--- src/design/tbs_pkg.sv ---
// Types and constants shared by the thermistor temperature block
package tbs_pkg;

   localparam int COEF_W     = 48;
   localparam int DIVR_W     = 24;
   localparam int ADC_W      = 12;
   localparam int FS_W       = 16;
   localparam int TEMP_W     = 16;
   localparam int SUM_W      = 20;
   localparam int CSR_ADDR_W = 3;
   localparam int ACC_W      = 128;
   localparam int OPND_W     = 64;
   localparam int HALF_W     = 32;
   localparam int LOG_X_W    = 36;
   localparam int LOG_E_W    = 6;
   localparam int LOG_F_W    = 30;
   localparam int LOG_W      = LOG_E_W + LOG_F_W;
   localparam int QUO_W      = 63;

   localparam logic [27:0]        LN2_Q28       = 28'd186065279;
   localparam logic [QUO_W-1:0]   DIV_NUM       = 63'(100) << 56;
   localparam logic [DIVR_W-1:0]  DIVIDER_RESET = 24'd10000;
   localparam int                 KELVIN_OFFSET = 27315;

   typedef enum logic [CSR_ADDR_W-1:0] {
      CSR_COEF_A  = 3'd0,
      CSR_COEF_B  = 3'd1,
      CSR_COEF_C  = 3'd2,
      CSR_COEF_D  = 3'd3,
      CSR_DIVIDER = 3'd4
   } csr_addr_type;

   typedef struct packed {
      logic signed [COEF_W-1:0] coef_a;
      logic signed [COEF_W-1:0] coef_b;
      logic signed [COEF_W-1:0] coef_c;
      logic signed [COEF_W-1:0] coef_d;
      logic [DIVR_W-1:0]        divider_ohms;
   } cfg_type;

   typedef struct packed {
      logic              start;
      logic [OPND_W-1:0] a;
      logic [OPND_W-1:0] b;
      logic              short_op;
      logic              neg;
      logic              keep;
   } mul_req_type;

   typedef struct packed {
      logic             done;
      logic [ACC_W-1:0] acc;
   } mul_rsp_type;

   typedef struct packed {
      logic                     valid;
      logic signed [TEMP_W-1:0] temp;
      logic                     fault;
   } conv_res_type;

   typedef struct packed {
      logic signed [TEMP_W-1:0] sample_temp;
      logic                     range_fault;
      logic                     block_done;
      logic signed [TEMP_W-1:0] min_temp;
      logic signed [TEMP_W-1:0] max_temp;
      logic signed [TEMP_W-1:0] avg_temp;
   } stats_res_type;

   typedef enum logic [3:0] {
      CV_IDLE, CV_MUL_GO, CV_MUL_WAIT, CV_NORM, CV_LOG_END,
      CV_FIN, CV_DIV, CV_TEMP, CV_DONE
   } conv_state_type;

   typedef enum logic [3:0] {
      OP_NUM, OP_SQ, OP_LN, OP_L2, OP_L3, OP_SA, OP_SB, OP_SC, OP_SD
   } mul_op_type;

   typedef enum logic [1:0] {
      ST_IDLE, ST_DIV, ST_RES
   } stats_state_type;

endpackage

--- src/design/tbs_mul.sv ---
// Shared multiply-accumulate unit: 32x32 multiplier over up to four partial products
module tbs_mul import tbs_pkg::*; (
   input  logic        clock,
   input  logic        reset,
   input  mul_req_type req,
   output mul_rsp_type rsp
);

   logic [OPND_W-1:0]   a_ff, a_in, b_ff, b_in;
   logic                short_ff, short_in, neg_ff, neg_in;
   logic                busy_ff, busy_in;
   logic [2:0]          cnt_ff, cnt_in;
   logic [1:0]          sel_ff, sel_in;
   logic                pp_vld_ff, pp_vld_in;
   logic [2*HALF_W-1:0] pp_ff, pp_in;
   logic [ACC_W-1:0]    acc_ff, acc_in;
   logic                done_ff, done_in;
   logic [2:0]          npp;
   logic [HALF_W-1:0]   opa, opb;
   logic [ACC_W-1:0]    pp_shift;

   always_comb begin
      npp = short_ff ? 3'd1 : 3'd4;
      // partial product order: a0b0, a0b1, a1b0, a1b1
      opa = cnt_ff[1] ? a_ff[OPND_W-1:HALF_W] : a_ff[HALF_W-1:0];
      opb = cnt_ff[0] ? b_ff[OPND_W-1:HALF_W] : b_ff[HALF_W-1:0];
      case (sel_ff)
         2'd0:    pp_shift = {64'd0, pp_ff};
         2'd1:    pp_shift = {32'd0, pp_ff, 32'd0};
         2'd2:    pp_shift = {32'd0, pp_ff, 32'd0};
         default: pp_shift = {pp_ff, 64'd0};
      endcase
   end

   always_comb begin
      a_in      = a_ff;
      b_in      = b_ff;
      short_in  = short_ff;
      neg_in    = neg_ff;
      busy_in   = busy_ff;
      cnt_in    = cnt_ff;
      sel_in    = sel_ff;
      pp_vld_in = pp_vld_ff;
      pp_in     = pp_ff;
      acc_in    = acc_ff;
      done_in   = 1'b0;
      if (req.start) begin
         a_in      = req.a;
         b_in      = req.b;
         short_in  = req.short_op;
         neg_in    = req.neg;
         busy_in   = 1'b1;
         cnt_in    = 3'd0;
         pp_vld_in = 1'b0;
         if (!req.keep) begin
            acc_in = '0;
         end
      end else if (busy_ff) begin
         if (cnt_ff < npp) begin
            pp_in     = 64'(opa) * 64'(opb);
            sel_in    = cnt_ff[1:0];
            pp_vld_in = 1'b1;
            cnt_in    = cnt_ff + 3'd1;
         end else begin
            pp_vld_in = 1'b0;
         end
         if (pp_vld_ff) begin
            acc_in = neg_ff ? (acc_ff - pp_shift) : (acc_ff + pp_shift);
         end
         if (cnt_ff == npp && pp_vld_ff) begin
            busy_in = 1'b0;
            done_in = 1'b1;
         end
      end
   end

   always_ff @(posedge clock) begin
      if (reset) begin
         busy_ff   <= 1'b0;
         cnt_ff    <= 3'd0;
         pp_vld_ff <= 1'b0;
         done_ff   <= 1'b0;
      end else begin
         busy_ff   <= busy_in;
         cnt_ff    <= cnt_in;
         pp_vld_ff <= pp_vld_in;
         done_ff   <= done_in;
      end
      a_ff     <= a_in;
      b_ff     <= b_in;
      short_ff <= short_in;
      neg_ff   <= neg_in;
      sel_ff   <= sel_in;
      pp_ff    <= pp_in;
      acc_ff   <= acc_in;
   end

   assign rsp.done = done_ff;
   assign rsp.acc  = acc_ff;

endmodule

--- config.mk ---
export PLATFORM = sky130hd
export DESIGN_NAME = tbs_mul
export DESIGN_NICKNAME = d
export VERILOG_FILES = /design/src/design/tbs_pkg.sv /design/src/design/tbs_mul.sv
export SDC_FILE = /design/constraint.sdc
export NUM_CORES = 2
export LEC_CHECK = 0
export BUFFER_PORTS_ARGS = -buffer_cell sky130_fd_sc_hd__buf_2
export CAP_MARGIN = 20
export CORE_ASPECT_RATIO = 2
export CORE_MARGIN = 3
export CORE_UTILIZATION = 59
export CTS_CLUSTER_DIAMETER = 200
export DETAILED_ROUTE_END_ITERATION = 7
export PLACE_DENSITY_LB_ADDON = 0.25
export SLEW_MARGIN = 20
export SYNTH_ARGS = -nofsm -noshare
export SYNTH_HDL_FRONTEND = slang
export SYNTH_SLANG_ARGS = --single-unit
--- constraint.sdc ---
create_clock -name clock -period 10.4 [get_ports clock]
set_input_delay 0 -clock clock [delete_from_list [all_inputs] [get_ports clock]]
set_output_delay 0 -clock clock [all_outputs]
set_load 0.01 [all_outputs]
==> run metrics <==
largest net degree at the start of global routing=74; drt pass-1 iters=7; Worst Hold Depth=2; Initial Utilization=between 50 and 60%; antenna violations before repair=8; R2R Path End=pp_ff[57]; I/O pins=around 260; Gate Count Post-Synth=6360; clock latency at the later pin of the worst-skew pair=around 0.65 ns; final hold violation count=0; CP peak stage delay=slightly above 0.9 ns; headroom to the max-slew limit=23.1%; Seq/Total Area, Yosys=between 10% and 20%; syn_area_per_cell=~8.9 sq um; Main synth FF type=edfxtp_1; Worst Path Max Fanout=40; Antenna Nets Post-Route=0; Startpoint Class=register; Core ar.=roughly 94000 sq um; TritonCTS Buffers=36; # H-tree levels=2; Worst R2R Setup Slack=between 0.2 and 0.25 ns; layout cell share with drive strength beyond 1=9.25%; Mapped Nets=7787; ys async rst share=0%; r2r startpoint=cnt_ff[0]; die height=443 microns; Synth area leaders=fa_1 (32%), edfxtp_1 (17%), ha_1 (8.8%); Worst-Margin Slew=approximately 1.1 ns; setup TNS=0 ns; Area growth, synth to finish=9.57%; WHS Endpoint=short_ff; routed len/inst=between 20 and 30 microns; clock transition at the registers of the reported paths=about 0.07 ns; hold_sp=req[2]; CP required=~11 ns; Fmax=a little under 100 MHz; Final setup viols=0; RSZ-0062 raised after global routing=false; DR vias=around 50000; critical path type=reg -> reg; fin crit period=between 10 and 15 ns; Final nets=~8000; Final period util=97.9%; Post-Route Skew=roughly 0.046 ns; area leader, netlist=fa_1; Slowest-stage cell, CP=dfxtp_4; Post-synth EDFFs=around 320; worst r2r path cells=25; Post-CTS Setup Bufs=0; GP Congestion=about 1.1; vias in the first global route=approximately 54000; Yosys top cell area share=between 30% and 40%; port bufs=roughly 260; most instantiated cells after synthesis=nor2_1 (972), inv_1 (924), fa_1 (897); Cell Area, Synth=about 56000 sq um; CTS tree=built; Routed WL=~230 mm; Final Max Tran Viols=0; Seq cells post-synth=330; Sink Count=330; CP endpoint kind=register; cell row count=approximately 160; outcome=finished with violations; Residual DRC=2; DPL Wire Length=183 mm; Netlist cell types=93; die width=225 microns; via-per-instance ratio=~6.5; CP arrival=~11 ns; detailed router's first-iteration violation count=between 4000 and 5000; failing checks=design-rule violations; Max Buffers Root-to-Sink=3; cell mode on critical path=fa_1; Overflow after GRT=0; GRT Util Overall=47.1%; most frequent cell after synthesis=nor2_1; worst hold path class=in -> reg; die area=about 100000 sq um; CTS root buf=clkbuf_16; total of warnings raised by yosys=0; max-cap violations=0; first-pass GRT wire length=~340 mm
## routing by layer
metal	wire length, microns	track usage, %	part of all wire (%)
met5	0	0.447	0
met3	21100	13.0	9.1
met1	65700	43.3	28
met2	110000	77.6	47
met4	36000	54.1	15
## flip-flops by register name (all words and copies together), names as in the netlist
name,flops
b_ff,64
done_ff,1
pp_vld_ff,1
short_ff,1
acc_ff,128
pp_ff,64
cnt_ff,3
sel_ff,2
a_ff,64
neg_ff,1
busy_ff,1
## per-stage QoR
stage / setup slack, ns / area [sq um] / utilization (%) / std cells / hold slack [ns]
floorplan: 0.291 / 56400 / - / 6360 / 0.0724
global placement: 0.674 / 59300 / 62.9 / 7639 / 0.176
detailed placement: 0.571 / 59300 / 62.9 / 7639 / 0.178
CTS: 0.582 / 61800 / 65.6 / 7834 / 0.0508
global route: 0.0684 / 61800 / 65.6 / 7835 / 0.0806
finish: 0.214 / 61800 / 65.6 / 7841 / 0.0586
## kinds of logic (layout without fill, tap and decap cells)
| logic type | Yosys count | in the layout | synth area share (%) |
|---|---|---|---|
| AOI/OAI and AO/OA | 980 | 980 | 10.9 |
| xor gates and xnor gates | 278 | 278 | 4.31 |
| adders and majority gates | 1293 | 1293 | 40.6 |
| buffers and inverters | 1255 | 1522 | 8.45 |
| DFF | 330 | 330 | 17.5 |
| muxes | 133 | 133 | 2.51 |
| other | 0 | 7 | 0 |
| and+or+nand+nor | 2091 | 2091 | 15.7 |
## cell usage in the layout (no fill, tap or decap), types with 135 or more instances in the layout
cell / instances
xnor2_1: 143
fa_1: 897
edfxtp_1: 324
xor2_1: 135
nand2_1: 714
nor2_1: 972
a21oi_1: 336
o21ai_0: 177
ha_1: 395
inv_1: 924
buf_2: 261
buf_4: 138
## repair_timing
action | in CTS | in global routing
endpoints found under the hold margin | 192 | 0
hold buffers | 133 | 0
resized for setup | 0 | 0
## cell type report
cell class                      count  area (sq um)
Clock inverter                     23           304
Antenna cell                        7          17.5
Tap cell                         1207          1510
Clock buffer                       39           912
Sequential cell                   330          9860
Timing Repair Buffer              534          3710
Fill cell                        7860         32500
Multi-Input combinational cell   4775         42000
Inverter                          926          3480
## worst max-delay path by stage
| stage | startpoint | end | slack (ns) | depth (start not counted) |
|---|---|---|---|---|
| 2_1_floorplan | req[131] | acc_ff[0] | 0.29 | 3 |
| 3_3_place_gp | cnt_ff[0] | pp_ff[62] | 0.67 | 26 |
| 3_5_place_dp | cnt_ff[0] | pp_ff[62] | 0.57 | 26 |
| 4_1_cts | cnt_ff[0] | pp_ff[62] | 0.58 | 26 |
| 5_1_grt | cnt_ff[0] | pp_ff[57] | 0.07 | 27 |
| 6_report | cnt_ff[0] | pp_ff[57] | 0.21 | 25 |
## critical path: cells and delay by family (launching register included)
family	cells	cell delay [ns]
simple gates	5	1.61
mux	1	0.83
flops	1	0.91
buf+inv	4	0.51
fa+ha+maj	9	4.47
xor+xnor	1	0.17
compound gates	5	1.40
Power is left out: the tool's default activity adds up to more than one toggle a clock period on the data nets, which glitch-free logic cannot reach.
