===== src/design/tbs_pkg.sv =====
// Types and constants shared by the thermistor temperature block
package tbs_pkg;

   localparam int COEF_W     = 48;
   localparam int DIVR_W     = 24;
   localparam int ADC_W      = 12;
   localparam int FS_W       = 16;
   localparam int TEMP_W     = 16;
   localparam int SUM_W      = 20;
   localparam int CSR_ADDR_W = 3;
   localparam int ACC_W      = 128;
   localparam int OPND_W     = 64;
   localparam int HALF_W     = 32;
   localparam int LOG_X_W    = 36;
   localparam int LOG_E_W    = 6;
   localparam int LOG_F_W    = 30;
   localparam int LOG_W      = LOG_E_W + LOG_F_W;
   localparam int QUO_W      = 63;

   localparam logic [27:0]        LN2_Q28       = 28'd186065279;
   localparam logic [QUO_W-1:0]   DIV_NUM       = 63'(100) << 56;
   localparam logic [DIVR_W-1:0]  DIVIDER_RESET = 24'd10000;
   localparam int                 KELVIN_OFFSET = 27315;

   typedef enum logic [CSR_ADDR_W-1:0] {
      CSR_COEF_A  = 3'd0,
      CSR_COEF_B  = 3'd1,
      CSR_COEF_C  = 3'd2,
      CSR_COEF_D  = 3'd3,
      CSR_DIVIDER = 3'd4
   } csr_addr_type;

   typedef struct packed {
      logic signed [COEF_W-1:0] coef_a;
      logic signed [COEF_W-1:0] coef_b;
      logic signed [COEF_W-1:0] coef_c;
      logic signed [COEF_W-1:0] coef_d;
      logic [DIVR_W-1:0]        divider_ohms;
   } cfg_type;

   typedef struct packed {
      logic              start;
      logic [OPND_W-1:0] a;
      logic [OPND_W-1:0] b;
      logic              short_op;
      logic              neg;
      logic              keep;
   } mul_req_type;

   typedef struct packed {
      logic             done;
      logic [ACC_W-1:0] acc;
   } mul_rsp_type;

   typedef struct packed {
      logic                     valid;
      logic signed [TEMP_W-1:0] temp;
      logic                     fault;
   } conv_res_type;

   typedef struct packed {
      logic signed [TEMP_W-1:0] sample_temp;
      logic                     range_fault;
      logic                     block_done;
      logic signed [TEMP_W-1:0] min_temp;
      logic signed [TEMP_W-1:0] max_temp;
      logic signed [TEMP_W-1:0] avg_temp;
   } stats_res_type;

   typedef enum logic [3:0] {
      CV_IDLE, CV_MUL_GO, CV_MUL_WAIT, CV_NORM, CV_LOG_END,
      CV_FIN, CV_DIV, CV_TEMP, CV_DONE
   } conv_state_type;

   typedef enum logic [3:0] {
      OP_NUM, OP_SQ, OP_LN, OP_L2, OP_L3, OP_SA, OP_SB, OP_SC, OP_SD
   } mul_op_type;

   typedef enum logic [1:0] {
      ST_IDLE, ST_DIV, ST_RES
   } stats_state_type;

endpackage


===== src/design/tbs_stats.sv =====
// Block statistics: running min/max/sum and held results with a reciprocal average divide
module tbs_stats import tbs_pkg::*; #(
   parameter int WINDOW_LEN = 10
) (
   input  logic          clock,
   input  logic          reset,
   input  conv_res_type  cin,
   input  logic          ack,
   output logic          res_valid,
   output stats_res_type res
);

   localparam int CNT_W = $clog2(WINDOW_LEN + 1);
   localparam logic [CNT_W-1:0] WIN = CNT_W'(WINDOW_LEN);
   // |sum| / WINDOW_LEN = (|sum| * RCP) >> DIV_SH, exact for any 20-bit magnitude
   localparam int DIV_SH = SUM_W + $clog2(WINDOW_LEN);
   localparam int RCP_W  = DIV_SH + 1;
   localparam int PRD_W  = SUM_W + RCP_W;
   localparam logic [RCP_W-1:0] RCP =
      RCP_W'(((longint'(1) << DIV_SH) + longint'(WINDOW_LEN - 1)) / longint'(WINDOW_LEN));

   stats_state_type state_ff, state_in;

   logic [CNT_W-1:0]         cnt_ff, cnt_in, cnt_next;
   logic signed [TEMP_W-1:0] rmin_ff, rmin_in, rmax_ff, rmax_in;
   logic signed [SUM_W-1:0]  rsum_ff, rsum_in;
   logic signed [TEMP_W-1:0] hmin_ff, hmin_in, hmax_ff, hmax_in, havg_ff, havg_in;
   logic signed [TEMP_W-1:0] t_ff, t_in;
   logic                     fault_ff, fault_in, done_ff, done_in;
   logic [SUM_W-1:0]         dvd_ff, dvd_in;
   logic                     sneg_ff, sneg_in;

   logic signed [TEMP_W-1:0] nmin, nmax;
   logic signed [SUM_W-1:0]  nsum;
   logic                     blk_end;
   logic [PRD_W-1:0]         prod;
   logic [SUM_W-1:0]         q_fin, q_neg;

   always_comb begin
      if (cnt_ff == '0) begin
         nmin = cin.temp;
         nmax = cin.temp;
         nsum = SUM_W'(cin.temp);
      end else begin
         nmin = (cin.temp < rmin_ff) ? cin.temp : rmin_ff;
         nmax = (cin.temp > rmax_ff) ? cin.temp : rmax_ff;
         nsum = rsum_ff + SUM_W'(cin.temp);
      end
      cnt_next = cnt_ff + 1'b1;
      blk_end  = cnt_next >= WIN;
      prod     = PRD_W'(dvd_ff) * PRD_W'(RCP);
      q_fin    = prod[DIV_SH +: SUM_W];
      q_neg    = ~q_fin + 20'd1;
   end

   // next state
   always_comb begin
      state_in = state_ff;
      unique case (state_ff)
         ST_IDLE: begin
            if (cin.valid) begin
               state_in = blk_end ? ST_DIV : ST_RES;
            end
         end
         ST_DIV:  state_in = ST_RES;
         ST_RES:  state_in = ack ? ST_IDLE : ST_RES;
         default: state_in = ST_IDLE;
      endcase
   end

   // outputs
   always_comb begin
      res_valid       = (state_ff == ST_RES);
      res.sample_temp = t_ff;
      res.range_fault = fault_ff;
      res.block_done  = done_ff;
      res.min_temp    = hmin_ff;
      res.max_temp    = hmax_ff;
      res.avg_temp    = havg_ff;
   end

   // datapath
   always_comb begin
      cnt_in   = cnt_ff;
      rmin_in  = rmin_ff;
      rmax_in  = rmax_ff;
      rsum_in  = rsum_ff;
      hmin_in  = hmin_ff;
      hmax_in  = hmax_ff;
      havg_in  = havg_ff;
      t_in     = t_ff;
      fault_in = fault_ff;
      done_in  = done_ff;
      dvd_in   = dvd_ff;
      sneg_in  = sneg_ff;
      case (state_ff)
         ST_IDLE: begin
            if (cin.valid) begin
               rmin_in  = nmin;
               rmax_in  = nmax;
               rsum_in  = nsum;
               t_in     = cin.temp;
               fault_in = cin.fault;
               done_in  = blk_end;
               if (blk_end) begin
                  hmin_in = nmin;
                  hmax_in = nmax;
                  cnt_in  = '0;
                  sneg_in = nsum[SUM_W-1];
                  dvd_in  = nsum[SUM_W-1] ? (~nsum + 20'd1) : nsum;
               end else begin
                  cnt_in = cnt_next;
               end
            end
         end
         ST_DIV: begin
            // magnitude divided, sign put back: truncation toward zero
            havg_in = sneg_ff ? q_neg[TEMP_W-1:0] : q_fin[TEMP_W-1:0];
         end
         default: begin
            t_in = t_ff;
         end
      endcase
   end

   always_ff @(posedge clock) begin
      if (reset) begin
         state_ff <= ST_IDLE;
         cnt_ff   <= '0;
         rmin_ff  <= '0;
         rmax_ff  <= '0;
         rsum_ff  <= '0;
         hmin_ff  <= '0;
         hmax_ff  <= '0;
         havg_ff  <= '0;
      end else begin
         state_ff <= state_in;
         cnt_ff   <= cnt_in;
         rmin_ff  <= rmin_in;
         rmax_ff  <= rmax_in;
         rsum_ff  <= rsum_in;
         hmin_ff  <= hmin_in;
         hmax_ff  <= hmax_in;
         havg_ff  <= havg_in;
      end
      t_ff     <= t_in;
      fault_ff <= fault_in;
      done_ff  <= done_in;
      dvd_ff   <= dvd_in;
      sneg_ff  <= sneg_in;
   end

endmodule


===== config.mk =====
export PLATFORM = sky130hd
export DESIGN_NAME = tbs_stats
export DESIGN_NICKNAME = d
export VERILOG_FILES = /design/src/design/tbs_pkg.sv /design/src/design/tbs_stats.sv
export SDC_FILE = /design/constraint.sdc
export NUM_CORES = 1
export LEC_CHECK = 0
export CORE_MARGIN = 1
export CORE_UTILIZATION = 50
export DETAILED_ROUTE_END_ITERATION = 16
export DONT_BUFFER_PORTS = 1
export HOLD_SLACK_MARGIN = 0.02
export PLACE_DENSITY_LB_ADDON = 0.2
export SLEW_MARGIN = 20
export SYNTH_ARGS = -nofsm -noshare
export SYNTH_HDL_FRONTEND = slang
export SYNTH_SLANG_ARGS = --single-unit

===== constraint.sdc =====
create_clock -name clock -period 20.2 [get_ports clock]
set_input_delay 3.03 -clock clock [delete_from_list [all_inputs] [get_ports clock]]
set_output_delay 3.03 -clock clock [all_outputs]
set_load 0.1 [all_outputs]

==> flow_summary.toml <==
[routing]
num_vias = 11600
postRouteAntennaNets = 0
post_drt_wl_per_cell_um = 19.1
drt_iter0_drc = 616
via_per_inst = 5.62
dr.pass1.iters = 5
routed_wl_mm = 39.4
drc = 0

[critical_path]
cp-start-kind = "register"
cp_max_fo = 9
r2r-end = "havg_ff[15]"
endpoint_kind = "register"
cp_slowest_stage_delay_ns = 0.55
critPathSlowestCell = "fa_1"
path_class = "register to register"
endpoint = "havg_ff[15]"
startpoint = "dvd_ff[2]"
critPathArrivalTime_ns = 7.70
reg2reg_from = "dvd_ff[2]"
critPathRequiredTime_ns = 20.55
r2r_slack_ns = 12.85
r2r_cells = 22
worstPathCellList = "ha_1 -> xor2_1 -> ha_1 -> or2_2 -> fa_1 -> fa_1 -> fa_1 -> inv_1 -> fa_1 -> inv_1 -> ha_1 -> ha_1 -> and3_1 -> nand2_1 -> a32oi_2 -> nor4_1 -> a2111oi_2 -> o21ai_1 -> nor4_4 -> a41oi_1 -> xnor2_1 -> a211oi_1"

[clocking]
cts_root_buf = "clkbuf_16"
post-cts-setup-buffers = 0
path_clk_slew_ns = 0.06
clk_latency_ns = 0.43
numCtsBuffers = 17
cts_num_sinks = 145
postCtsHoldBufs = 0
htree_levels = 4
clock_path_buffers = 2
cts_resized = 0
cts_tree = "yes"

[cells_and_area]
area_growth_pct = 5.87
fin_nets = 2061
nFillCells = 2772
postLayoutCellArea_mm2 = 0.0165
stdcell_count = 2067
antennaDiodeCount = 0
final_layout_size_suffix_gt1_frac = 0.0401

[yosys]
synth.area.top_cells = "ha_1, fa_1, dfxtp_1"
synth.largest_area_cell = "ha_1"
post-synth-top-count-cell = "inv_1"
synth_top_family_by_area = "adder cells"
synthXorXnorAreaFrac = 0.0472
syn-num-nets = 2090
synth.distinct_cells = 81
synth_seq_area_share = 0.212
synthTopCellsByCount = "inv_1, ha_1, nor2_1"
synth_edf_count = 39
synthMuxAreaShare = 0.0291
synth.cell_area_mm2 = 0.0155
yosysWarnings = 0
syn_inst = 1687
yosys.area.top_type_share = 0.202
synth_compound_area_frac = 0.145
avgSynthCellArea_um2 = 9.22
ys_seq_elements = 145
synthSimpleGateAreaFrac = 0.118
synth_top_flop_cell = "dfxtp_1"
synth_fa_ha_area_frac = 0.371
synthArstFlopShare = 0

[worst_hold_path]
hold_path_class = "register to register"

[global_route]
grt_pass1_vias = 11700
track_usage = 0.256
use_met2 = 0.440
antenna_found_initial = 0
overflow = 0
grt_first_pass_wirelength_mm = 62.5
grt_max_degree = 122
top_usage_layer = "met2"
grt_use_met1 = 0.331
met3_usage = 0.0405

[timing]
slew_headroom = 0.267
setup_tns_ns = 0
slew_viol_final = 0
finalHoldViolCount = 0
worst_pin_slew_ns = 1.09
fin_crit_ns = 7.35
finalCritPeriodShare = 0.364
rsz0062_at_grt = "no"
setup_viol = 0
fin_ws_ns = 12.85
max_freq_mhz = 136
clock_skew_ns = 0.0115

[power_and_ir_drop]
max-vdd-ir-drop_mv = 0.0606
p_leak_nw = 7.65
power_density_mw_per_mm2 = 46.9
totalPowerFinal_mw = 0.771

[run]
maxCapViolCount = 0

[placed_design]
placement.setup.worst_slack_ns = 12.86
gp_congestion = 0.937
placed_area_mm2 = 0.0159
numPortBuffers = 0
dp_hpwl_mm = 31.8
post-place-cells = 2035

[die]
num_rows = 64
die_area_mm2 = 0.0318
core_mm2 = 0.0306
initial_core_util = 0.508
die_w_um = 178
die_h_um = 178
io_pins = 88

[status]
status = "finished clean"
-- worst min-delay path by stage --
stage	slack (ns)	end	start	depth (start not counted)
after global placement	0.44	rmax_ff[5]	rmax_ff[5]	2
after detailed placement	0.44	rmax_ff[10]	rmax_ff[10]	2
final	0.45	rmax_ff[10]	rmax_ff[10]	2
after floorplan	0.44	rmax_ff[10]	rmax_ff[10]	2
after global routing	0.47	rmax_ff[3]	rmax_ff[3]	2
after CTS	0.45	rmax_ff[10]	rmax_ff[10]	2
-- state kept, by name (all words and copies together) (netlist names) --
| signal | cells |
|---|---|
| dvd_ff | 20 |
| rsum_ff | 20 |
| havg_ff | 16 |
| done_ff | 1 |
| rmax_ff | 16 |
| t_ff | 16 |
| sneg_ff | 1 |
| hmax_ff | 16 |
| cnt_ff | 4 |
| state_ff | 2 |
| rmin_ff | 16 |
| fault_ff | 1 |
| hmin_ff | 16 |
-- area by class of cell --
cell class	count	area, um2	area share
multi-input combinational	1222	11100	0.673
sequential	145	3290	0.200
inverter	267	1000	0.0609
tap	396	495	0.0301
clock buffer	23	489	0.0297
clock inverter	9	72.6	0.00441
timing repair buffer	5	37.5	0.00228
-- where the power goes --
group          switching, mW  internal (mW)  leakage (nW)  total [mW]
clock network          0.129          0.172         0.266       0.301
registers             0.0226          0.314          1.23       0.336
logic                 0.0786         0.0554          6.16       0.134
-- cells in the final DEF, fill, tap and decap left out, drive strengths merged, types with 38 or more instances in the layout --
cell type,netlist,final
edfxtp,39,39
a211oi,74,74
nand2,88,88
dfxtp,106,106
a21oi,96,96
nor2,141,141
ha,251,251
fa,131,131
inv,266,270
xor2,38,38
xnor2,45,45
mux2i,44,44
-- through the flow --
stage	hold WS, ns	util
after global routing	0.466	0.538
after CTS	0.449	0.538
after floorplan	0.436	-
after global placement	0.436	0.519
after detailed placement	0.440	0.519
final	0.452	0.538
-- metal layers --
metal | up-vias | routed length, um
li1 | 5692 | -
met5 | - | 0
met3 | 50 | 1770
met1 | 5626 | 17800
met4 | 0 | 809
met2 | 241 | 19000
-- cell families after synthesis --
logic type / count (synthesis)
XOR/XNOR: 83
multiplexers: 45
adder cells (fa/ha/maj): 382
buffers and inverters: 320
AND/OR/NAND/NOR: 381
AO/OA/AOI/OAI: 331
flip-flops: 145
-- worst max-delay path: cells and delay by family (launching register included) --
family,cells,cell delay (ns)
XOR/XNOR,2,0.34
buffers and inverters,2,0.09
adder cells (fa/ha/maj),8,3.41
AND/OR/NAND/NOR,5,1.32
AO/OA/AOI/OAI,5,1.59
flip-flops,1,0.53
Note: power is estimated with default switching activity, not from simulation.
