--- src/design/tbs_pkg.sv ---
// Types and constants shared by the thermistor temperature block
package tbs_pkg;

   localparam int COEF_W     = 48;
   localparam int DIVR_W     = 24;
   localparam int ADC_W      = 12;
   localparam int FS_W       = 16;
   localparam int TEMP_W     = 16;
   localparam int SUM_W      = 20;
   localparam int CSR_ADDR_W = 3;
   localparam int ACC_W      = 128;
   localparam int OPND_W     = 64;
   localparam int HALF_W     = 32;
   localparam int LOG_X_W    = 36;
   localparam int LOG_E_W    = 6;
   localparam int LOG_F_W    = 30;
   localparam int LOG_W      = LOG_E_W + LOG_F_W;
   localparam int QUO_W      = 63;

   localparam logic [27:0]        LN2_Q28       = 28'd186065279;
   localparam logic [QUO_W-1:0]   DIV_NUM       = 63'(100) << 56;
   localparam logic [DIVR_W-1:0]  DIVIDER_RESET = 24'd10000;
   localparam int                 KELVIN_OFFSET = 27315;

   typedef enum logic [CSR_ADDR_W-1:0] {
      CSR_COEF_A  = 3'd0,
      CSR_COEF_B  = 3'd1,
      CSR_COEF_C  = 3'd2,
      CSR_COEF_D  = 3'd3,
      CSR_DIVIDER = 3'd4
   } csr_addr_type;

   typedef struct packed {
      logic signed [COEF_W-1:0] coef_a;
      logic signed [COEF_W-1:0] coef_b;
      logic signed [COEF_W-1:0] coef_c;
      logic signed [COEF_W-1:0] coef_d;
      logic [DIVR_W-1:0]        divider_ohms;
   } cfg_type;

   typedef struct packed {
      logic              start;
      logic [OPND_W-1:0] a;
      logic [OPND_W-1:0] b;
      logic              short_op;
      logic              neg;
      logic              keep;
   } mul_req_type;

   typedef struct packed {
      logic             done;
      logic [ACC_W-1:0] acc;
   } mul_rsp_type;

   typedef struct packed {
      logic                     valid;
      logic signed [TEMP_W-1:0] temp;
      logic                     fault;
   } conv_res_type;

   typedef struct packed {
      logic signed [TEMP_W-1:0] sample_temp;
      logic                     range_fault;
      logic                     block_done;
      logic signed [TEMP_W-1:0] min_temp;
      logic signed [TEMP_W-1:0] max_temp;
      logic signed [TEMP_W-1:0] avg_temp;
   } stats_res_type;

   typedef enum logic [3:0] {
      CV_IDLE, CV_MUL_GO, CV_MUL_WAIT, CV_NORM, CV_LOG_END,
      CV_FIN, CV_DIV, CV_TEMP, CV_DONE
   } conv_state_type;

   typedef enum logic [3:0] {
      OP_NUM, OP_SQ, OP_LN, OP_L2, OP_L3, OP_SA, OP_SB, OP_SC, OP_SD
   } mul_op_type;

   typedef enum logic [1:0] {
      ST_IDLE, ST_DIV, ST_RES
   } stats_state_type;

endpackage

--- src/design/tbs_conv.sv ---
// Conversion sequencer: log2 by squaring, Steinhart-Hart sum, reciprocal by restoring divide
module tbs_conv import tbs_pkg::*; #(
   parameter int ADC_FULL_SCALE = 4095
) (
   input  logic             clock,
   input  logic             reset,
   input  logic             start,
   input  logic [ADC_W-1:0] adc_sample,
   input  cfg_type          cfg,
   output mul_req_type      mul_req,
   input  mul_rsp_type      mul_rsp,
   output conv_res_type     res
);

   localparam logic [FS_W-1:0] FS = FS_W'(ADC_FULL_SCALE);

   conv_state_type state_ff, state_in;
   mul_op_type     op_ff, op_in;

   logic [ADC_W-1:0]         adc_ff, adc_in;
   logic                     fault_ff, fault_in;
   logic                     side_ff, side_in;
   logic [LOG_X_W-1:0]       x_ff, x_in;
   logic [LOG_E_W-1:0]       e_ff, e_in;
   logic [HALF_W-1:0]        m_ff, m_in;
   logic [LOG_F_W-1:0]       frac_ff, frac_in;
   logic [4:0]               iter_ff, iter_in;
   logic [LOG_W-1:0]         lnum_ff, lnum_in;
   logic                     lneg_ff, lneg_in;
   logic [LOG_W-1:0]         lrmag_ff, lrmag_in;
   logic [HALF_W-1:0]        lm_ff, lm_in;
   logic [39:0]              l2m_ff, l2m_in, l3m_ff, l3m_in;
   logic                     sneg_ff, sneg_in;
   logic [OPND_W-1:0]        mag_ff, mag_in;
   logic [OPND_W-1:0]        rem_ff, rem_in;
   logic [QUO_W-1:0]         q_ff, q_in;
   logic [5:0]               dcnt_ff, dcnt_in;
   logic signed [TEMP_W-1:0] temp_ff, temp_in;

   logic                     fault_now;
   logic [DIVR_W-1:0]        r1;
   logic [FS_W-1:0]          den;
   logic [LOG_W-1:0]         log_val;
   logic [LOG_W:0]           lr, lr_neg;
   logic [LOG_W-1:0]         lr_mag;
   logic                     sq_bit;
   logic [HALF_W-1:0]        sq_m;
   logic [ACC_W-1:0]         sh, smag;
   logic [OPND_W:0]          rem_sh;
   logic                     q_bit;
   logic signed [QUO_W+1:0]  tq, tk, tt;

   function automatic logic [OPND_W-1:0] mag48(input logic [COEF_W-1:0] v);
      logic [COEF_W-1:0] n;
      n = v[COEF_W-1] ? (~v + 48'd1) : v;
      return {16'd0, n};
   endfunction

   always_comb begin
      fault_now = (adc_sample == '0) || ({4'd0, adc_sample} >= FS);
      r1        = (cfg.divider_ohms == '0) ? 24'd1 : cfg.divider_ohms;
      den       = FS - {4'd0, adc_ff};
      log_val   = {e_ff, frac_ff};
      lr        = {1'b0, lnum_ff} - {1'b0, log_val};
      lr_neg    = ~lr + 37'd1;
      lr_mag    = lr[LOG_W] ? lr_neg[LOG_W-1:0] : lr[LOG_W-1:0];
      // m*m >> 31, renormalized when it reached 2.0
      sq_bit    = mul_rsp.acc[63];
      sq_m      = sq_bit ? mul_rsp.acc[63:32] : mul_rsp.acc[62:31];
      sh        = {{20{mul_rsp.acc[ACC_W-1]}}, mul_rsp.acc[ACC_W-1:20]};
      smag      = mul_rsp.acc[ACC_W-1] ? (~sh + 128'd1) : sh;
      rem_sh    = {rem_ff, DIV_NUM[dcnt_ff]};
      q_bit     = rem_sh >= {1'b0, mag_ff};
      tq        = $signed({2'b00, q_ff});
      tk        = sneg_ff ? -tq : tq;
      tt        = tk - 65'(KELVIN_OFFSET);
   end

   // next state
   always_comb begin
      state_in = state_ff;
      unique case (state_ff)
         CV_IDLE: begin
            if (start) begin
               state_in = fault_now ? CV_DONE : CV_MUL_GO;
            end
         end
         CV_MUL_GO: state_in = CV_MUL_WAIT;
         CV_MUL_WAIT: begin
            if (mul_rsp.done) begin
               case (op_ff)
                  OP_NUM:  state_in = CV_NORM;
                  OP_SQ:   state_in = (iter_ff == 5'(LOG_F_W-1)) ? CV_LOG_END : CV_MUL_GO;
                  OP_SD:   state_in = CV_FIN;
                  default: state_in = CV_MUL_GO;
               endcase
            end
         end
         CV_NORM:    state_in = x_ff[LOG_X_W-1] ? CV_MUL_GO : CV_NORM;
         CV_LOG_END: state_in = side_ff ? CV_MUL_GO : CV_NORM;
         CV_FIN: begin
            if (smag == '0) begin
               state_in = CV_DONE;
            end else if (|smag[ACC_W-1:OPND_W]) begin
               state_in = CV_TEMP;
            end else begin
               state_in = CV_DIV;
            end
         end
         CV_DIV:  state_in = (dcnt_ff == 6'd0) ? CV_TEMP : CV_DIV;
         CV_TEMP: state_in = CV_DONE;
         CV_DONE: state_in = CV_IDLE;
         default: state_in = CV_IDLE;
      endcase
   end

   // outputs: multiplier operands per operation
   always_comb begin
      mul_req.start    = (state_ff == CV_MUL_GO);
      mul_req.a        = '0;
      mul_req.b        = '0;
      mul_req.short_op = 1'b0;
      mul_req.neg      = 1'b0;
      mul_req.keep     = 1'b0;
      case (op_ff)
         OP_NUM: begin
            mul_req.a        = 64'(adc_ff);
            mul_req.b        = 64'(r1);
            mul_req.short_op = 1'b1;
         end
         OP_SQ: begin
            mul_req.a        = 64'(m_ff);
            mul_req.b        = 64'(m_ff);
            mul_req.short_op = 1'b1;
         end
         OP_LN: begin
            mul_req.a = 64'(lrmag_ff);
            mul_req.b = 64'(LN2_Q28);
         end
         OP_L2: begin
            mul_req.a        = 64'(lm_ff);
            mul_req.b        = 64'(lm_ff);
            mul_req.short_op = 1'b1;
         end
         OP_L3: begin
            mul_req.a = 64'(lm_ff);
            mul_req.b = 64'(l2m_ff);
         end
         OP_SA: begin
            mul_req.a   = mag48(cfg.coef_a);
            mul_req.b   = 64'd1 << 24;
            mul_req.neg = cfg.coef_a[COEF_W-1];
         end
         OP_SB: begin
            mul_req.a    = mag48(cfg.coef_b);
            mul_req.b    = 64'(lm_ff);
            mul_req.neg  = cfg.coef_b[COEF_W-1] ^ lneg_ff;
            mul_req.keep = 1'b1;
         end
         OP_SC: begin
            mul_req.a    = mag48(cfg.coef_c);
            mul_req.b    = 64'(l2m_ff);
            mul_req.neg  = cfg.coef_c[COEF_W-1];
            mul_req.keep = 1'b1;
         end
         OP_SD: begin
            mul_req.a    = mag48(cfg.coef_d);
            mul_req.b    = 64'(l3m_ff);
            mul_req.neg  = cfg.coef_d[COEF_W-1] ^ lneg_ff;
            mul_req.keep = 1'b1;
         end
         default: begin
            mul_req.a = '0;
         end
      endcase
      res.valid = (state_ff == CV_DONE);
      res.temp  = temp_ff;
      res.fault = fault_ff;
   end

   // datapath
   always_comb begin
      op_in    = op_ff;
      adc_in   = adc_ff;
      fault_in = fault_ff;
      side_in  = side_ff;
      x_in     = x_ff;
      e_in     = e_ff;
      m_in     = m_ff;
      frac_in  = frac_ff;
      iter_in  = iter_ff;
      lnum_in  = lnum_ff;
      lneg_in  = lneg_ff;
      lrmag_in = lrmag_ff;
      lm_in    = lm_ff;
      l2m_in   = l2m_ff;
      l3m_in   = l3m_ff;
      sneg_in  = sneg_ff;
      mag_in   = mag_ff;
      rem_in   = rem_ff;
      q_in     = q_ff;
      dcnt_in  = dcnt_ff;
      temp_in  = temp_ff;
      case (state_ff)
         CV_IDLE: begin
            if (start) begin
               adc_in   = adc_sample;
               fault_in = fault_now;
               temp_in  = '0;
               side_in  = 1'b0;
               op_in    = OP_NUM;
            end
         end
         CV_MUL_WAIT: begin
            if (mul_rsp.done) begin
               case (op_ff)
                  OP_NUM: begin
                     x_in = (mul_rsp.acc[LOG_X_W-1:0] == '0) ? 36'd1
                                                            : mul_rsp.acc[LOG_X_W-1:0];
                     e_in = LOG_E_W'(LOG_X_W-1);
                  end
                  OP_SQ: begin
                     m_in    = sq_m;
                     frac_in = {frac_ff[LOG_F_W-2:0], sq_bit};
                     iter_in = iter_ff + 5'd1;
                  end
                  OP_LN: begin
                     lm_in = mul_rsp.acc[65:34];
                     op_in = OP_L2;
                  end
                  OP_L2: begin
                     l2m_in = mul_rsp.acc[63:24];
                     op_in  = OP_L3;
                  end
                  OP_L3: begin
                     l3m_in = mul_rsp.acc[63:24];
                     op_in  = OP_SA;
                  end
                  OP_SA:   op_in = OP_SB;
                  OP_SB:   op_in = OP_SC;
                  OP_SC:   op_in = OP_SD;
                  default: op_in = op_ff;
               endcase
            end
         end
         CV_NORM: begin
            // one bit a cycle until the top bit lands in bit 35
            if (x_ff[LOG_X_W-1]) begin
               m_in    = x_ff[LOG_X_W-1:LOG_X_W-HALF_W];
               frac_in = '0;
               iter_in = '0;
               op_in   = OP_SQ;
            end else begin
               x_in = {x_ff[LOG_X_W-2:0], 1'b0};
               e_in = e_ff - 6'd1;
            end
         end
         CV_LOG_END: begin
            if (!side_ff) begin
               lnum_in = log_val;
               x_in    = (den == '0) ? 36'd1 : {20'd0, den};
               e_in    = LOG_E_W'(LOG_X_W-1);
               side_in = 1'b1;
            end else begin
               lneg_in  = lr[LOG_W];
               lrmag_in = lr_mag;
               op_in    = OP_LN;
            end
         end
         CV_FIN: begin
            sneg_in = mul_rsp.acc[ACC_W-1];
            mag_in  = smag[OPND_W-1:0];
            rem_in  = '0;
            q_in    = '0;
            dcnt_in = 6'(QUO_W-1);
            if (smag == '0) begin
               temp_in = 16'sh7FFF;
            end
         end
         CV_DIV: begin
            rem_in  = q_bit ? 64'(rem_sh - {1'b0, mag_ff}) : rem_sh[OPND_W-1:0];
            q_in    = {q_ff[QUO_W-2:0], q_bit};
            dcnt_in = dcnt_ff - 6'd1;
         end
         CV_TEMP: begin
            if (tt > 65'sd32767) begin
               temp_in = 16'sh7FFF;
            end else if (tt < -65'sd32768) begin
               temp_in = 16'sh8000;
            end else begin
               temp_in = tt[TEMP_W-1:0];
            end
         end
         default: begin
            temp_in = temp_ff;
         end
      endcase
   end

   always_ff @(posedge clock) begin
      if (reset) begin
         state_ff <= CV_IDLE;
         op_ff    <= OP_NUM;
      end else begin
         state_ff <= state_in;
         op_ff    <= op_in;
      end
      adc_ff   <= adc_in;
      fault_ff <= fault_in;
      side_ff  <= side_in;
      x_ff     <= x_in;
      e_ff     <= e_in;
      m_ff     <= m_in;
      frac_ff  <= frac_in;
      iter_ff  <= iter_in;
      lnum_ff  <= lnum_in;
      lneg_ff  <= lneg_in;
      lrmag_ff <= lrmag_in;
      lm_ff    <= lm_in;
      l2m_ff   <= l2m_in;
      l3m_ff   <= l3m_in;
      sneg_ff  <= sneg_in;
      mag_ff   <= mag_in;
      rem_ff   <= rem_in;
      q_ff     <= q_in;
      dcnt_ff  <= dcnt_in;
      temp_ff  <= temp_in;
   end

endmodule

--- config.mk ---
export PLATFORM = sky130hd
export DESIGN_NAME = tbs_conv
export DESIGN_NICKNAME = d
export VERILOG_FILES = /design/src/design/tbs_pkg.sv /design/src/design/tbs_conv.sv
export SDC_FILE = /design/constraint.sdc
export NUM_CORES = 2
export LEC_CHECK = 0
export BUFFER_PORTS_ARGS = -buffer_cell sky130_fd_sc_hd__buf_2
export CORE_ASPECT_RATIO = 0.8
export CORE_UTILIZATION = 45
export DETAILED_ROUTE_END_ITERATION = 6
export GPL_TIMING_DRIVEN = 0
export HOLD_SLACK_MARGIN = 0.15
export PLACE_DENSITY = 0.66
export SYNTH_ARGS = -nofsm -noshare
export SYNTH_HDL_FRONTEND = slang
export SYNTH_SLANG_ARGS = --single-unit
--- constraint.sdc ---
create_clock -name clock -period 16.1 [get_ports clock]
set_input_delay 4.83 -clock clock [delete_from_list [all_inputs] [get_ports clock]]
set_output_delay 4.83 -clock clock [all_outputs]
set_load 0.03 [all_outputs]
==> metrics.txt <==
result of the run=finished with violations; failing checks=design-rule violations; hold path start=frac_ff[10]; antenna violations before repair=38; cts hold-fix bufs=0; worst reg2reg setup slack=9.00 ns; final net count=about 5500; # clock sinks=between 500 and 600; postcts setup bufs=0; most frequent cell after synthesis=edfxtp_1; FF-to-FF path depth=17; post-cts sizing count=0; CTS root buffer=clkbuf_16; FMAX=68.9 MHz; worst r2r dst=temp_ff[2]; worst slew pin tran=about 1.5 ns; PortBufs=between 400 and 500; final setup margin=between 1.5 and 2 ns; gr usage total=36.2%; Pwr Density=about 86 nW/um^2; Starting Density=45.4%; Final HPWL DP=roughly 140000 um; Area growth syn-to-layout=16.1%; post-route setup TNS=0 ns; Syn Inst Count=approximately 4500; max_cap viols=0; WS Path Type=input port to output pin; core area=89400 sq um; Yosys warnings=0; Initial DRC Count=between 5000 and 6000; Via density=6.34; DRC=13; Boundary Pins=about 500; num rows=a little under 100; via count=40100; Commonest cells post-synth=522 x edfxtp_1, 456 x nand2_1, 283 x nor2_1; unrepaired setup endpoints after global routing=no; Synth cell types=between 100 and 150; antenna-violating nets left=0; Pins Over Slew Limit=0; hold endpoint=lnum_ff[10]; FF-to-FF Start=sneg_ff; Mapped Avg Cell Area=9.10 sq um; die height=271 um; pre-CTS WS=roughly 1.7 ns; die area=between 90000 and 100000 sq um; die width=~340 um; number of detailed-route iterations in the first pass=7; worst skew pair latency=0.69 ns; # setup viols final=0; largest net degree at the start of global routing=37; worst hold path type=register to register; crit path DAT=slightly below 10 ns; placed instance area=45100 sq um; sequential share of the synthesized area=39.0%; GP Congestion=between 1 and 1.5; vias in the first global route=approximately 36000; Slew Limit Headroom=under 10%; Setup crit start kind=input port; Total Power=a little over 4 mW; Synth area leaders=edfxtp_1 39%, xnor2_1 5.9%, xor2_1 4.6%; worst-path fanout max=5; Leak=16.6 nW; hold-critical path depth=0; global-route wire length before repair=about 250000 um; Worst VDD drop=about 0.000087 V; CP endpoint kind=output pin; CTS clk-pin slew, worst paths=approximately 0.060 ns; filler cell count=roughly 8500; post-DR wirelength/cell=27.0 um; total grt overflow=0; Tmin final=14.51 ns; Final Cycle Share=between 90% and 100%; worst clock skew=0.0738 ns; Final Hold Fails=0; largest area contributor in the netlist=edfxtp_1; Top FF cell, synth=edfxtp_1; CTS Buffer Depth=3; synthesized cell area=slightly above 40000 sq um; CTS tree=done; Worst Path Required=around 11 ns; Post-synth EDFFs=~520; Finished Cell Area=47200 sq um; WL final=between 150000 and 200000 um; #FFs+latches synth=between 500 and 600; htree depth=2; Num CTS Buffers=57; share of layout cells above drive strength 1=14.7%; async set-reset flop share out of synthesis=0%; top cell type's share of synthesized area=38.6%
==> how the worst max path moves through the flow <==
| stage | end | slack (ns) | from | cells past startpoint |
|---|---|---|---|---|
| 2_1_floorplan | mul_req[111] | 2.48 | cfg[124] | 13 |
| 3_3_place_gp | rem_ff[54] | -0.61 | state_ff[0] | 5 |
| 3_5_place_dp | mul_req[111] | 1.75 | cfg[120] | 16 |
| 4_1_cts | mul_req[111] | 1.74 | cfg[120] | 16 |
| 5_1_grt | mul_req[111] | 1.41 | cfg[124] | 15 |
| 6_report | mul_req[111] | 1.59 | cfg[120] | 16 |
==> state kept, by name (all words and copies together), names as in the netlist, 4 cells and up <==
signal / flops
mag_ff: 64
state_ff: 4
m_ff: 32
op_ff: 4
temp_ff: 16
adc_ff: 12
lnum_ff: 36
lm_ff: 32
rem_ff: 64
dcnt_ff: 6
x_ff: 36
l3m_ff: 40
l2m_ff: 40
e_ff: 6
q_ff: 63
lrmag_ff: 36
frac_ff: 30
iter_ff: 5
==> logic make-up (layout without fill, tap and decap cells) <==
| logic type | count (synthesis) | in the layout | synth area share [%] |
|---|---|---|---|
| AOI/OAI and AO/OA | 1200 | 1200 | 20.0 |
| xor gates and xnor gates | 489 | 489 | 10.5 |
| adders and majority gates | 116 | 116 | 3.61 |
| buffers and inverters | 463 | 1060 | 4.81 |
| DFF | 531 | 531 | 39.0 |
| muxes | 66 | 66 | 1.65 |
| other | 1 | 66 | 0.00923 |
| and+or+nand+nor | 1597 | 1597 | 20.3 |
==> stage by stage <==
stage,hold slack [ns],cells,utilization [%]
final,0.437,6325,52.8
after global routing,0.447,6320,52.7
after CTS,0.439,6299,52.7
after detailed placement,0.433,6193,50.4
after global placement,0.429,6167,49.9
after floorplan,0.426,4502,-
==> routing by layer <==
layer	global-route usage, %	part of all wire (%)	vias up
met5	0	0.085	-
met4	10.4	2.9	22
met3	9.69	13	271
met2	51.1	41	2482
met1	53.5	43	19300
li1	-	-	18100
==> power by group <==
group	leakage, nW	internal, mW	total [mW]	switching, mW
clock	0.959	0.804	1.42	0.615
combinational	11.1	0.281	1.05	0.767
sequential	4.54	1.57	1.60	0.0308
==> final cells by class <==
class	count	area (sq um)	share of cell area, %
inverters	188	706	1.50
diodes	26	65.1	0.138
clock buffers	62	1450	3.06
well taps	1200	1500	3.18
multi-input cells	3508	23000	48.8
flip-flops and latches	531	15900	33.6
clock inverters	44	567	1.20
plain buffers	275	1250	2.65
repair buffers	491	2740	5.82
==> placed cells by master, fill, tap and decap left out, types with 90 or more instances in the layout <==
cell	instances
nor2_1	280
buf_2	482
nand3_1	128
o21ai_0	280
edfxtp_1	522
ha_1	114
nand2_1	456
nor3_1	90
a21oi_1	232
inv_1	187
clkbuf_1	195
xor2_1	215
nor4_1	101
o31ai_1	108
xnor2_1	274
==> critical path, stage by stage <==
cell and delay (ns):
buf_2 0.13, inv_1 0.08, ha_1 0.21, nand3b_1 0.14, or2_2 0.36, or4_1 0.56, or4_1 0.58, or4_1 0.55
or3_1 0.45, or3_1 0.44, o31ai_1 0.31, xor2_1 0.21, o22ai_1 0.09, a21oi_1 0.37, o21ai_0 0.14, buf_2 0.20
Note: power is estimated with default switching activity, not from simulation.
